[config.mk]
export PLATFORM = sky130hd
export DESIGN_NAME = multi_axis_velocity_controller_unit
export DESIGN_NICKNAME = d
export VERILOG_FILES = /design/src/design/mavc_pkg.sv /design/src/design/mavc_cfg.sv /design/src/design/mavc_ctrl.sv /design/src/design/mavc_dp.sv /design/src/design/multi_axis_velocity_controller_unit.sv
export VERILOG_INCLUDE_DIRS = /design/src /design/src/design
export SDC_FILE = /design/constraint.sdc
export NUM_CORES = 2
export LEC_CHECK = 0
export BUFFER_PORTS_ARGS = -buffer_cell sky130_fd_sc_hd__buf_2
export CAP_MARGIN = 20
export CORE_MARGIN = 1.5
export CORE_UTILIZATION = 57
export DETAILED_ROUTE_END_ITERATION = 8
export PLACE_DENSITY = 0.74
export SYNTH_ARGS = -nofsm -noshare
export SYNTH_HDL_FRONTEND = slang
export SYNTH_HIERARCHICAL = 1
export SYNTH_SLANG_ARGS = --single-unit
[constraint.sdc]
create_clock -name clk -period 10.8 [get_ports clk]
set_input_delay 0 -clock clk [delete_from_list [all_inputs] [get_ports clk]]
set_output_delay 0 -clock clk [all_outputs]
set_load 0.01 [all_outputs]
[src/design/multi_axis_velocity_controller_unit_macros.svh]
// Assertion helpers for the controller files, used by mavc_ctrl.
`ifndef MULTI_AXIS_VELOCITY_CONTROLLER_UNIT_MACROS_SVH
`define MULTI_AXIS_VELOCITY_CONTROLLER_UNIT_MACROS_SVH

// Same-cycle implication, sampled on clk, off while arst_n is low.
`define MAVC_ASSERT_IMP(label, ante, cons, msg) \
	label: assert property (@(posedge clk) disable iff (!arst_n) (ante) |-> (cons)) else $error(msg);

// Next-cycle implication, sampled on clk, off while arst_n is low.
`define MAVC_ASSERT_NXT(label, ante, cons, msg) \
	label: assert property (@(posedge clk) disable iff (!arst_n) (ante) |=> (cons)) else $error(msg);

`endif

[src/design/mavc_pkg.sv]
package mavc_pkg;

	localparam int AXIS_W     = 3;
	localparam int POS_W      = 32;
	localparam int DT_W       = 16;
	localparam int GAIN_W     = 24;
	localparam int NUM_GAINS  = 6;
	localparam int CFG_IDX_W  = 3;
	localparam int CFG_DATA_W = 24;
	localparam int ERR_W      = POS_W + 1;
	localparam int PROD_W     = ERR_W + GAIN_W;
	localparam int FRAC_W     = 16;
	localparam int SHIFT_W    = PROD_W - FRAC_W;
	localparam int SUM_W      = SHIFT_W + 1;

	localparam logic [1:0] OP_UPDATE    = 2'd0;
	localparam logic [1:0] OP_RESET_ALL = 2'd1;
	localparam logic [1:0] OP_RESET_ONE = 2'd2;
	localparam logic [1:0] OP_STOP      = 2'd3;

	localparam logic [CFG_IDX_W-1:0] CFG_ACTIVE_AXES = 3'd0;
	localparam logic [CFG_IDX_W-1:0] CFG_GAIN_BASE   = 3'd1;

	localparam logic [AXIS_W-1:0]        ACTIVE_RESET = 3'd6;
	localparam logic signed [GAIN_W-1:0] GAIN_RESET   = 24'sd65536;

	localparam logic signed [PROD_W-1:0] ROUND_HALF = PROD_W'(32768);
	localparam logic signed [SUM_W-1:0]  SUM_MAX    = SUM_W'(64'sd2147483647);
	localparam logic signed [SUM_W-1:0]  SUM_MIN    = SUM_W'(-64'sd2147483648);
	localparam logic signed [POS_W-1:0]  VAL_MAX    = 32'sh7FFF_FFFF;
	localparam logic signed [POS_W-1:0]  VAL_MIN    = 32'sh8000_0000;

	typedef logic signed [GAIN_W-1:0] gain_t;
	typedef gain_t [NUM_GAINS-1:0] gain_arr_t;

	typedef struct packed {
		logic [1:0]              opcode;
		logic [AXIS_W-1:0]       axis;
		logic signed [POS_W-1:0] measured_position;
		logic signed [POS_W-1:0] desired_velocity;
		logic [DT_W-1:0]         elapsed_time;
	} item_t;

	typedef struct packed {
		logic [AXIS_W-1:0]       out_axis;
		logic signed [POS_W-1:0] velocity_command;
		logic                    saturated;
	} result_t;

	typedef struct packed {
		logic latch;
		logic mul1;
		logic add1;
		logic mul2;
		logic fin;
		logic clr_all;
		logic clr_one;
		logic stop;
	} cmd_t;

endpackage

[src/design/mavc_cfg.sv]
module mavc_cfg import mavc_pkg::*; (
	input  logic                  clk,
	input  logic                  arst_n,
	input  logic                  cfg_valid,
	output logic                  cfg_ready,
	input  logic [CFG_IDX_W-1:0]  cfg_index,
	input  logic [CFG_DATA_W-1:0] cfg_data,
	output logic [AXIS_W-1:0]     active_axes,
	output gain_arr_t             gain
);

	logic [AXIS_W-1:0] active_axes_q;
	gain_arr_t         gain_q;

	assign cfg_ready   = 1'b1;
	assign active_axes = active_axes_q;
	assign gain        = gain_q;

	always_ff @(posedge clk or negedge arst_n) begin
		if (!arst_n) begin
			active_axes_q <= ACTIVE_RESET;
			for (int i = 0; i < NUM_GAINS; i++) begin
				gain_q[i] <= GAIN_RESET;
			end
		end else if (cfg_valid) begin
			if (cfg_index == CFG_ACTIVE_AXES) begin
				active_axes_q <= cfg_data[AXIS_W-1:0];
			end
			for (int i = 0; i < NUM_GAINS; i++) begin
				if (cfg_index == CFG_IDX_W'(int'(CFG_GAIN_BASE) + i)) begin
					gain_q[i] <= cfg_data[GAIN_W-1:0];
				end
			end
		end
	end

endmodule

[src/design/mavc_ctrl.sv]
`include "multi_axis_velocity_controller_unit_macros.svh"

module mavc_ctrl import mavc_pkg::*; #(
	parameter int AXIS_COUNT = 6
) (
	input  logic              clk,
	input  logic              arst_n,
	input  logic              item_valid,
	output logic              item_stall,
	input  item_t             item,
	output logic              result_valid,
	input  logic              result_stall,
	input  logic [AXIS_W-1:0] active_axes,
	output cmd_t              cmd
);

	localparam logic [2:0] S_IDLE = 3'd0;
	localparam logic [2:0] S_MUL1 = 3'd1;
	localparam logic [2:0] S_ADD1 = 3'd2;
	localparam logic [2:0] S_MUL2 = 3'd3;
	localparam logic [2:0] S_FIN  = 3'd4;

	localparam logic [AXIS_W-1:0] AXES_N = AXIS_W'(AXIS_COUNT);

	logic [2:0]        state_q, state_d;
	logic              out_valid_q;
	logic              out_free, in_ready, accept, fin_done, go_update;
	logic [AXIS_W-1:0] limit;

	assign out_free   = !out_valid_q || !result_stall;
	assign in_ready   = (state_q == S_IDLE) || (state_q == S_FIN && out_free);
	assign item_stall = !in_ready;
	assign accept     = item_valid && in_ready;
	assign fin_done   = (state_q == S_FIN) && out_free;
	assign limit      = (active_axes < AXES_N) ? active_axes : AXES_N;
	assign go_update  = accept && item.opcode == OP_UPDATE && item.axis < limit;

	assign result_valid = out_valid_q;

	always_comb begin
		cmd         = '0;
		cmd.latch   = go_update;
		cmd.mul1    = (state_q == S_MUL1);
		cmd.add1    = (state_q == S_ADD1);
		cmd.mul2    = (state_q == S_MUL2);
		cmd.fin     = fin_done;
		cmd.clr_all = accept && item.opcode == OP_RESET_ALL;
		cmd.clr_one = accept && item.opcode == OP_RESET_ONE && item.axis < AXES_N;
		cmd.stop    = accept && item.opcode == OP_STOP;
	end

	always_comb begin
		state_d = state_q;
		unique case (state_q)
			S_IDLE: begin
				if (go_update) state_d = S_MUL1;
			end
			S_MUL1: state_d = S_ADD1;
			S_ADD1: state_d = S_MUL2;
			S_MUL2: state_d = S_FIN;
			S_FIN: begin
				// hold until the output register frees up
				if (out_free) state_d = go_update ? S_MUL1 : S_IDLE;
			end
			default: state_d = S_IDLE;
		endcase
	end

	always_ff @(posedge clk or negedge arst_n) begin
		if (!arst_n) begin
			state_q     <= S_IDLE;
			out_valid_q <= 1'b0;
		end else begin
			state_q     <= state_d;
			out_valid_q <= fin_done || (out_valid_q && result_stall);
		end
	end

	`MAVC_ASSERT_IMP(a_accept_when_free, item_valid && !item_stall, state_q == S_IDLE || state_q == S_FIN, "word accepted mid-update")
	`MAVC_ASSERT_NXT(a_fin_gives_word, cmd.fin, result_valid, "finished update shows no word")
	`MAVC_ASSERT_NXT(a_mul1_then_add1, state_q == S_MUL1, state_q == S_ADD1, "sequence skipped a step")
	`MAVC_ASSERT_NXT(a_blocked_fin_holds, state_q == S_FIN && result_valid && result_stall, state_q == S_FIN && result_valid, "blocked result lost")

endmodule

[src/design/mavc_dp.sv]
module mavc_dp import mavc_pkg::*; #(
	parameter int AXIS_COUNT = 6
) (
	input  logic      clk,
	input  logic      arst_n,
	input  cmd_t      cmd,
	input  item_t     item,
	input  gain_arr_t gain,
	output result_t   result
);

	localparam int IDX_W = (AXIS_COUNT > 1) ? $clog2(AXIS_COUNT) : 1;

	logic [AXIS_W-1:0]        axis_q;
	logic signed [POS_W-1:0]  pm_q, vd_q, base_q;
	logic [DT_W-1:0]          dt_q;
	logic [AXIS_COUNT-1:0]    init_q;
	logic signed [POS_W-1:0]  ip_q [AXIS_COUNT];
	logic signed [POS_W-1:0]  lv_q [AXIS_COUNT];
	logic signed [ERR_W-1:0]  err_q;
	logic signed [PROD_W-1:0] prod_q;
	logic                     sat_q;
	result_t                  result_q;

	logic [IDX_W-1:0]          idx, clr_idx;
	logic signed [ERR_W-1:0]   mul_a;
	logic signed [GAIN_W-1:0]  mul_b;
	logic signed [PROD_W-1:0]  mul_p, rnd;
	logic signed [SHIFT_W-1:0] shifted;
	logic signed [POS_W-1:0]   addend, sat_val;
	logic signed [SUM_W-1:0]   sum;
	logic                      sat_hi, sat_lo;

	assign idx     = axis_q[IDX_W-1:0];
	assign clr_idx = item.axis[IDX_W-1:0];
	assign result  = result_q;

	// one shared multiplier: velocity * time first, then gain * error
	always_comb begin
		if (cmd.mul2) begin
			mul_a = err_q;
			mul_b = gain[axis_q];
		end else begin
			mul_a = ERR_W'(lv_q[idx]);
			mul_b = init_q[idx] ? GAIN_W'({{(GAIN_W-DT_W){1'b0}}, dt_q}) : '0;
		end
	end

	assign mul_p = mul_a * mul_b;

	// round half up, then add base position or feedforward, then clip
	assign rnd     = prod_q + ROUND_HALF;
	assign shifted = rnd[PROD_W-1:FRAC_W];
	assign addend  = cmd.fin ? vd_q : base_q;
	assign sum     = SUM_W'(shifted) + SUM_W'(addend);
	assign sat_hi  = sum > SUM_MAX;
	assign sat_lo  = sum < SUM_MIN;

	always_comb begin
		priority if (sat_hi) sat_val = VAL_MAX;
		else if (sat_lo)     sat_val = VAL_MIN;
		else                 sat_val = sum[POS_W-1:0];
	end

	always_ff @(posedge clk) begin
		if (cmd.latch) begin
			axis_q <= item.axis;
			pm_q   <= item.measured_position;
			vd_q   <= item.desired_velocity;
			dt_q   <= item.elapsed_time;
		end
		if (cmd.mul1) begin
			prod_q <= mul_p;
			base_q <= init_q[idx] ? ip_q[idx] : pm_q;
		end
		if (cmd.add1) begin
			ip_q[idx] <= sat_val;
			err_q     <= ERR_W'(sat_val) - ERR_W'(pm_q);
			sat_q     <= sat_hi || sat_lo;
		end
		if (cmd.mul2) begin
			prod_q <= mul_p;
		end
		if (cmd.fin) begin
			result_q.out_axis         <= axis_q;
			result_q.velocity_command <= sat_val;
			result_q.saturated        <= sat_q || sat_hi || sat_lo;
		end
	end

	always_ff @(posedge clk or negedge arst_n) begin
		if (!arst_n) begin
			init_q <= '0;
			for (int i = 0; i < AXIS_COUNT; i++) begin
				lv_q[i] <= '0;
			end
		end else begin
			if (cmd.clr_all) begin
				init_q <= '0;
			end else if (cmd.clr_one) begin
				init_q[clr_idx] <= 1'b0;
			end else if (cmd.add1) begin
				init_q[idx] <= 1'b1;
			end
			// stop overrides a write-back in the same cycle
			if (cmd.stop) begin
				for (int i = 0; i < AXIS_COUNT; i++) begin
					lv_q[i] <= '0;
				end
			end else if (cmd.fin) begin
				lv_q[idx] <= sat_val;
			end
		end
	end

endmodule

[src/design/multi_axis_velocity_controller_unit.sv]
// Per-axis velocity controller: proportional position feedback plus velocity
// feedforward in Q16.16. An update word integrates the axis's last command over
// the elapsed time into a desired position, then returns gain * (desired -
// measured) + desired velocity, clipped to 32 bits. An update is accepted,
// then steps through MUL1, ADD1, MUL2 and FIN; its result word is loaded into
// the output register as FIN ends, when the next word can be accepted as well,
// so a new update overlaps only the last step of the one before. The single
// 33x24 multiplier is used once for the position step and once for the gain
// product. Reset-all, reset-one and stop words, and updates to inactive axes,
// return no word. A full output register that is held off stalls the block in
// its last step. Configuration writes are taken every cycle.
module multi_axis_velocity_controller_unit import mavc_pkg::*; #(
	parameter int AXIS_COUNT = 6
) (
	input  logic                  clk,
	input  logic                  arst_n,
	input  logic                  item_valid,
	output logic                  item_stall,
	input  item_t                 item,
	output logic                  result_valid,
	input  logic                  result_stall,
	output result_t               result,
	input  logic                  cfg_valid,
	output logic                  cfg_ready,
	input  logic [CFG_IDX_W-1:0]  cfg_index,
	input  logic [CFG_DATA_W-1:0] cfg_data
);

	logic [AXIS_W-1:0] active_axes;
	gain_arr_t         gain;
	cmd_t              cmd;

	mavc_cfg u_cfg (
		.clk         (clk),
		.arst_n      (arst_n),
		.cfg_valid   (cfg_valid),
		.cfg_ready   (cfg_ready),
		.cfg_index   (cfg_index),
		.cfg_data    (cfg_data),
		.active_axes (active_axes),
		.gain        (gain)
	);

	mavc_ctrl #(.AXIS_COUNT(AXIS_COUNT)) u_ctrl (
		.clk          (clk),
		.arst_n       (arst_n),
		.item_valid   (item_valid),
		.item_stall   (item_stall),
		.item         (item),
		.result_valid (result_valid),
		.result_stall (result_stall),
		.active_axes  (active_axes),
		.cmd          (cmd)
	);

	mavc_dp #(.AXIS_COUNT(AXIS_COUNT)) u_dp (
		.clk    (clk),
		.arst_n (arst_n),
		.cmd    (cmd),
		.item   (item),
		.gain   (gain),
		.result (result)
	);

endmodule

# Word-level counts from Yosys, hierarchy flattened
# Memories as Yosys holds them, arrays and structs flattened. A register that Yosys moved wholly into a read port is not among the register bits.
# Index checks and enable logic that the tools add are counted.
[word_totals] regBits=591 ram_bits=192 inputBits=117 out_inout_bits=39 word_cells=133 mem_count=1
[memory_table] memory="u_dp.ip_q" depth=6 word_bits=32 rd=1 rd_clocked_by_memory_dff=1 wr=1 line="mavc_dp.sv:18" rtl="logic signed [POS_W-1:0] ip_q [AXIS_COUNT];"
[classes] addsub=3 n_mul=1 order_cmp=11 eq_ne=15 n_mux=36 n_bitwise=4 n_reduce_logical=35
[op_table] operator="two-way mux 192 bit" n=2
[op_table] operator="two-way mux 32 bit" n=7
[op_table] operator="bitwise mux 192 bit" n=1
[op_table] operator="two-way mux 57 bit" n=2
[op_table] operator="binary-select mux 32 bit (select 3 bit)" n=1
[op_table] operator="demux 32 bit (select 3 bit)" n=1
[op_table] operator="binary-select mux 24 bit (select 3 bit)" n=1
[op_table] operator="adder 57 x 17 -> 57 bit (second input constant)" n=1
[op_table] operator="multiplier 33 x 24 -> 57 bit" n=1
[op_table] operator="two-way mux 24 bit" n=2
[op_table] operator="adder 41 x 32 -> 42 bit" n=1
[op_table] operator="greater-than comparator 42 x 32 -> 1 bit (second input constant)" n=1
[op_table] operator="< comparator 42 x 32 -> 1 bit (second input constant)" n=1
[op_table] operator="two-way mux 33 bit" n=1
[op_table] operator="subtractor 32 x 32 -> 33 bit" n=1
[op_table] operator="two-way mux 6 bit" n=3
[op_table] operator="two-way mux 16 bit" n=1
[op_table] operator="AND reduction 2 bit" n=8
[op_table] operator="one-hot mux 3 bit (5 select lines)" n=1
[op_table] operator="equality test 3 x 2 -> 1 bit (second input constant)" n=4
[op_table] operator="equality test 3 bit (second input constant)" n=4
[op_table] operator="logical AND 1 bit" n=12
[op_table] operator="two-way mux 3 bit" n=4
[op_table] operator="< comparator 3 x 4 -> 1 bit (second input constant)" n=2
[op_table] operator="22 further kinds" n=42

# Logic depth before layout (Yosys ltp)
[depth] word_depth=11 mapped_depth=37 ltp_nobuf=33

# By module
# Netlist, hierarchy kept.
[by_module_without_submodules] module="mavc_dp" instances=1 cells_per_inst=5865 area_each_um2=58721.3 seq_area_each_um2=17596.9
[by_module_without_submodules] module="mavc_cfg" instances=1 cells_per_inst=319 area_each_um2=5617.9 seq_area_each_um2=3688.5
[by_module_without_submodules] module="mavc_ctrl" instances=1 cells_per_inst=35 area_each_um2=311.5 seq_area_each_um2=100.1

# Worst setup path before layout
# No wires, ideal clock.
[synth_path] path_kind="register -> register" start="register u_dp.axis_q[0]" end="register u_dp.prod_q[50] (data pin)" setup_time_ns=0.274 arrival_ns=8.761 required_ns=10.526 setup_slack_ns=1.765 stages_incl_launch_ff=33 n_path_buf=7 period_less_slack_ns=9.035 cell_sequence="edfxtp_1 > buf_2 > buf_2 > buf_1 > buf_2 > buf_2 > mux2i_1 > nor2_1 > o41ai_1 > clkbuf_1 > nor2_1 > fa_1 > fa_1 > inv_1 > fa_1 > inv_1 > fa_1 > inv_1 > fa_1 > inv_1 > fa_1 > inv_1 > fa_1 > inv_1 > ha_1 > clkbuf_1 > nand2_1 > or4_1 > o31ai_2 > a31oi_1 > a21o_1 > o41ai_1 > xor2_1"
[synth_between] elab_chain_len=8 word_cells_on_any_way=14 cone_classes="1 x mul; 12 x mux; 1 x bitwise"
[synth_rtl] item="from (decl)" line="mavc_dp.sv:14" rtl="logic [AXIS_W-1:0] axis_q;"
[synth_rtl] item="from (signal assigned)" line="mavc_dp.sv:67" rtl="axis_q <= item.axis;"
[synth_rtl] item="inverter 3 -> 4 bit (not written as such)" line="mavc_dp.sv:44" rtl="mul_a = ERR_W'(lv_q[idx]);"
[synth_rtl] item="binary-select mux 32 bit (select 3 bit)" line="mavc_dp.sv:44"
[synth_rtl] item="two-way mux 32 bit (not written as such) (2 in a row)" line="mavc_dp.sv:44"
[synth_rtl] item="two-way mux 33 bit" line="mavc_dp.sv:40" rtl="if (cmd.mul2) begin"
[synth_rtl] item="multiplier 33 x 24 -> 57 bit *" line="mavc_dp.sv:49" rtl="assign mul_p = mul_a * mul_b;"
[synth_rtl] item="net u_dp.mul_p[50]" line="mavc_dp.sv:28" rtl="logic signed [PROD_W-1:0] mul_p, rnd;"
[synth_rtl] item="two-way mux 57 bit" line="mavc_dp.sv:72" rtl="if (cmd.mul1) begin"
[synth_rtl] item="two-way mux 57 bit *" line="mavc_dp.sv:81" rtl="if (cmd.mul2) begin"
[synth_rtl] item="to (signal assigned)" line="mavc_dp.sv:73" rtl="prod_q <= mul_p;"
[synth_rtl] item="to (signal assigned)" line="mavc_dp.sv:82" rtl="prod_q <= mul_p;"
[synth_rtl] item="to (decl)" line="mavc_dp.sv:21" rtl="logic signed [PROD_W-1:0] prod_q;"
# The timed path passes the listed nets; every way through them passes the cells marked *. The select of a mux whose other input is x is not followed.
# A chain may end at the register's enable or synchronous reset.

# Worst setup path after layout
[layout_path] start="register u_dp.axis_q[1]" end="register u_dp.prod_q[53] (data pin)"
# Same word-level chain as after synthesis.

==> metrics.yaml <==
run_status:
  status: "finished, violations left"
  violations: "hold timing"
drt:
  wirelength_um: 198700
  num_vias: 49020
  top_layer: "met5"
  wl_met1_um: 76540
  drt-initial-drc-count: 5763
  routed_via_density: 6.143
  ant_nets: 0
  route.met2.wl_um: 91350
  firstDrtPassIters: 9
  drc: 0
  routedWlPerCell_um: 24.90
  met3WireLength_um: 20710
run:
  maxCapViolations: 0
die:
  num_io_pins: 156
  coreArea_mm2: 0.1125
  start_util_pct: 57.47
  die_y_um: 339.8
  die_area_mm2: 0.1155
  row_count: 123
  die_width_um: 339.8
sta:
  relSlewSlack_pct: 17.28
  setup_viol: 0
  finalHoldViolCount: 3
  slew_violations: 0
  skew_ns: 0.03947
  rsz0062_at_grt: "false"
  layout_min_cycle_time_ns: 10.41
  post-route-period-util_pct: 96.38
  clock.fmax_mhz: 96.07
  whs_ns: -0.01168
  fin_setup_tns_ns: 0
  worst_slew_pin_slew_ns: 1.225
power:
  p_leak_nw: 31.98
  power_mw: 19.29
  powerDensity_mw_per_mm2: 270.5
  peakVddDrop_v: 0.0002783
grt:
  grt_start_max_net_pins: 118
  grt_first_pass_wirelength_um: 306200
  antenna_found_initial: 5
  overflow: 0
  grt_pass1_vias: 50990
  grt_usage_pct: 34.91
logic_synthesis:
  yosysUniqueCellTypes: 103
  synth_seq_area_share_pct: 33.08
  synth_cells: 6219
  synth_ff_type: "edfxtp_1"
  synth_nets: 7374
  synthArstFlopShare_pct: 45.27
  synth_top_area_share_pct: 24.96
  syn_area_per_cell_um2: 10.40
  synthTopCellsByCount: "nand2_1 (903), inv_1 (846), fa_1 (806), edfxtp_1 (419), nor2_1 (391)"
  ys_ff_latch: 771
  synth-edff-count: 419
  yosys.area.top_type: "fa_1"
  synth_area_leaders: "fa_1 (25%), edfxtp_1 (19%), dfrtp_1 (13%)"
  syn_area_mm2: 0.06465
  ys_warn_count: 6
  yosysMostFrequentCell: "nand2_1"
critical_path:
  crit_arrival_ns: 10.83
  slowest_stage: "a222oi_1"
  cp-end-kind: "register"
  r2r-end: "u_dp/prod_q[53]"
  cp_max_fo: 12
  rrSetupSlack_ns: 0.39
  worstSetupStartpointType: "register"
  r2r_start: "u_dp/axis_q[1]"
  cpMostUsedCell: "fa_1"
  rr_worst_depth: 28
  required_ns: 11.22
  path_class: "register to register"
  slowest_delay_ns: 1.00
final_layout:
  area_growth_pct: 10.32
  drive_gt1_share_pct: 12.30
  seqCellArea_mm2: 0.02139
  multiInputGateArea_mm2: 0.03902
  nNetsFinal: 7576
  fillerInstances: 8787
placement:
  port-buffer-count: 154
  place_hpwl_um: 145300
  gp_congestion: 0.9817
clock_network:
  post_cts.repair.setup_buffers: 0
  ctsHtreeMaxLevel: 3
  cts.path.max_buffers: 3
  clk_pin_slew_ns: 0.06
  cts-root-buf: "clkbuf_16"
  cts_resized: 0
  cts_hold_buf: 119
  cts-buffers-inserted: 76
  worstSkewPairLatency_ns: 0.66
  clock-sinks: 771
  cts_tree: "yes"
min_path:
  hold_class: "input port to async pin"
==> metal layers <==
metal	track usage (%)	vias up
li1	-	20910
met1	47.63	24710
met2	54.66	2872
met3	6.788	526
met4	15.37	6
met5	0.1634	-
==> report_power, final <==
part	internal (mW)	switching [mW]	total, mW
combinational	3.89	7.91	11.8
clock	1.42	1.20	2.62
sequential	4.41	0.458	4.87
==> kinds of logic (layout without fill, tap and decap cells) <==
family / after synthesis / in the layout / share of synthesized area (%)
multiplexers: 354 / 354 / 6.613
XOR/XNOR: 150 / 150 / 2.032
AND/OR/NAND/NOR: 1734 / 1734 / 11.73
buffers and inverters: 1170 / 1429 / 7.004
adder cells (fa/ha/maj): 1038 / 1038 / 29.45
other: 1 / 3 / 0.005800
AO/OA/AOI/OAI: 1001 / 1001 / 10.09
flip-flops: 771 / 771 / 33.08
==> flip-flops by register name, summed over array words and instances, names as in the netlist, 3 cells and up, named ones only <==
register           flops
u_cfg/gain           144
u_dp/ip_q            192
u_dp/axis_q            3
u_dp/pm_q             32
u_dp/result           36
u_dp/vd_q             32
u_dp/init_q            6
u_dp/dt_q             16
u_ctrl/state_q         3
u_dp/prod_q           42
u_cfg/active_axes      3
u_dp/lv_q            192
u_dp/base_q           32
u_dp/err_q            33
==> metrics by stage <==
step,instances,area (um^2),utilization [%],worst slack (ns)
2_1_floorplan,6219,64650,-,1.765
3_3_place_gp,7706,67470,59.97,0.6117
3_5_place_dp,7709,67490,59.99,0.5985
4_1_cts,7963,71130,63.22,0.5693
5_1_grt,7979,71320,63.39,0.01322
6_report,7980,71320,63.40,0.3908
==> worst max-delay path, delay by kind of cell, from the launching register on <==
family,cells,cell delay [ns]
and+or+nand+nor,7,1.92
AOI/OAI and AO/OA,7,2.84
buffers and inverters,6,0.80
DFF,1,0.58
adders and majority gates,8,3.99
==> layout make-up <==
class | instances | area share (%)
well taps | 1500 | 2.632
inverters | 847 | 4.458
multi-input cells | 4278 | 54.71
flip-flops and latches | 771 | 29.99
clock buffers | 100 | 2.898
diodes | 2 | 0.007017
clock inverters | 35 | 0.5281
repair buffers | 447 | 4.777
==> layout by cell type, fill, tap and decap left out, types with 50 or more instances in the layout <==
master | netlist | layout
mux2_2 | 199 | 199
buf_2 | 26 | 157
mux2i_1 | 114 | 114
and2_1 | 65 | 65
ha_1 | 232 | 232
inv_1 | 846 | 845
nor2b_1 | 71 | 71
xor2_1 | 51 | 50
nand2_1 | 903 | 902
buf_4 | 5 | 154
xnor2_1 | 99 | 99
nor2_1 | 391 | 384
o21ai_0 | 304 | 302
fa_1 | 806 | 806
a21o_1 | 85 | 85
dfrtp_1 | 341 | 341
edfxtp_1 | 419 | 419
a22oi_1 | 52 | 52
a21oi_1 | 209 | 203
dlygate4sd3_1 | 0 | 121
and3_1 | 62 | 62
nand3_1 | 78 | 77
clkbuf_16 | 0 | 77
==> worst max-delay path by stage <==
stage                               from               to  slack (ns)
after floorplan           u_dp/axis_q[0]  u_dp/prod_q[50]        1.77
after global placement    u_dp/axis_q[1]  u_dp/prod_q[40]        0.61
after detailed placement  u_dp/axis_q[1]  u_dp/prod_q[53]        0.60
after CTS                 u_dp/axis_q[1]  u_dp/prod_q[53]        0.57
after global routing      u_dp/axis_q[1]  u_dp/prod_q[53]        0.01
final                     u_dp/axis_q[1]  u_dp/prod_q[53]        0.39
(Power assumes the default switching activity.)
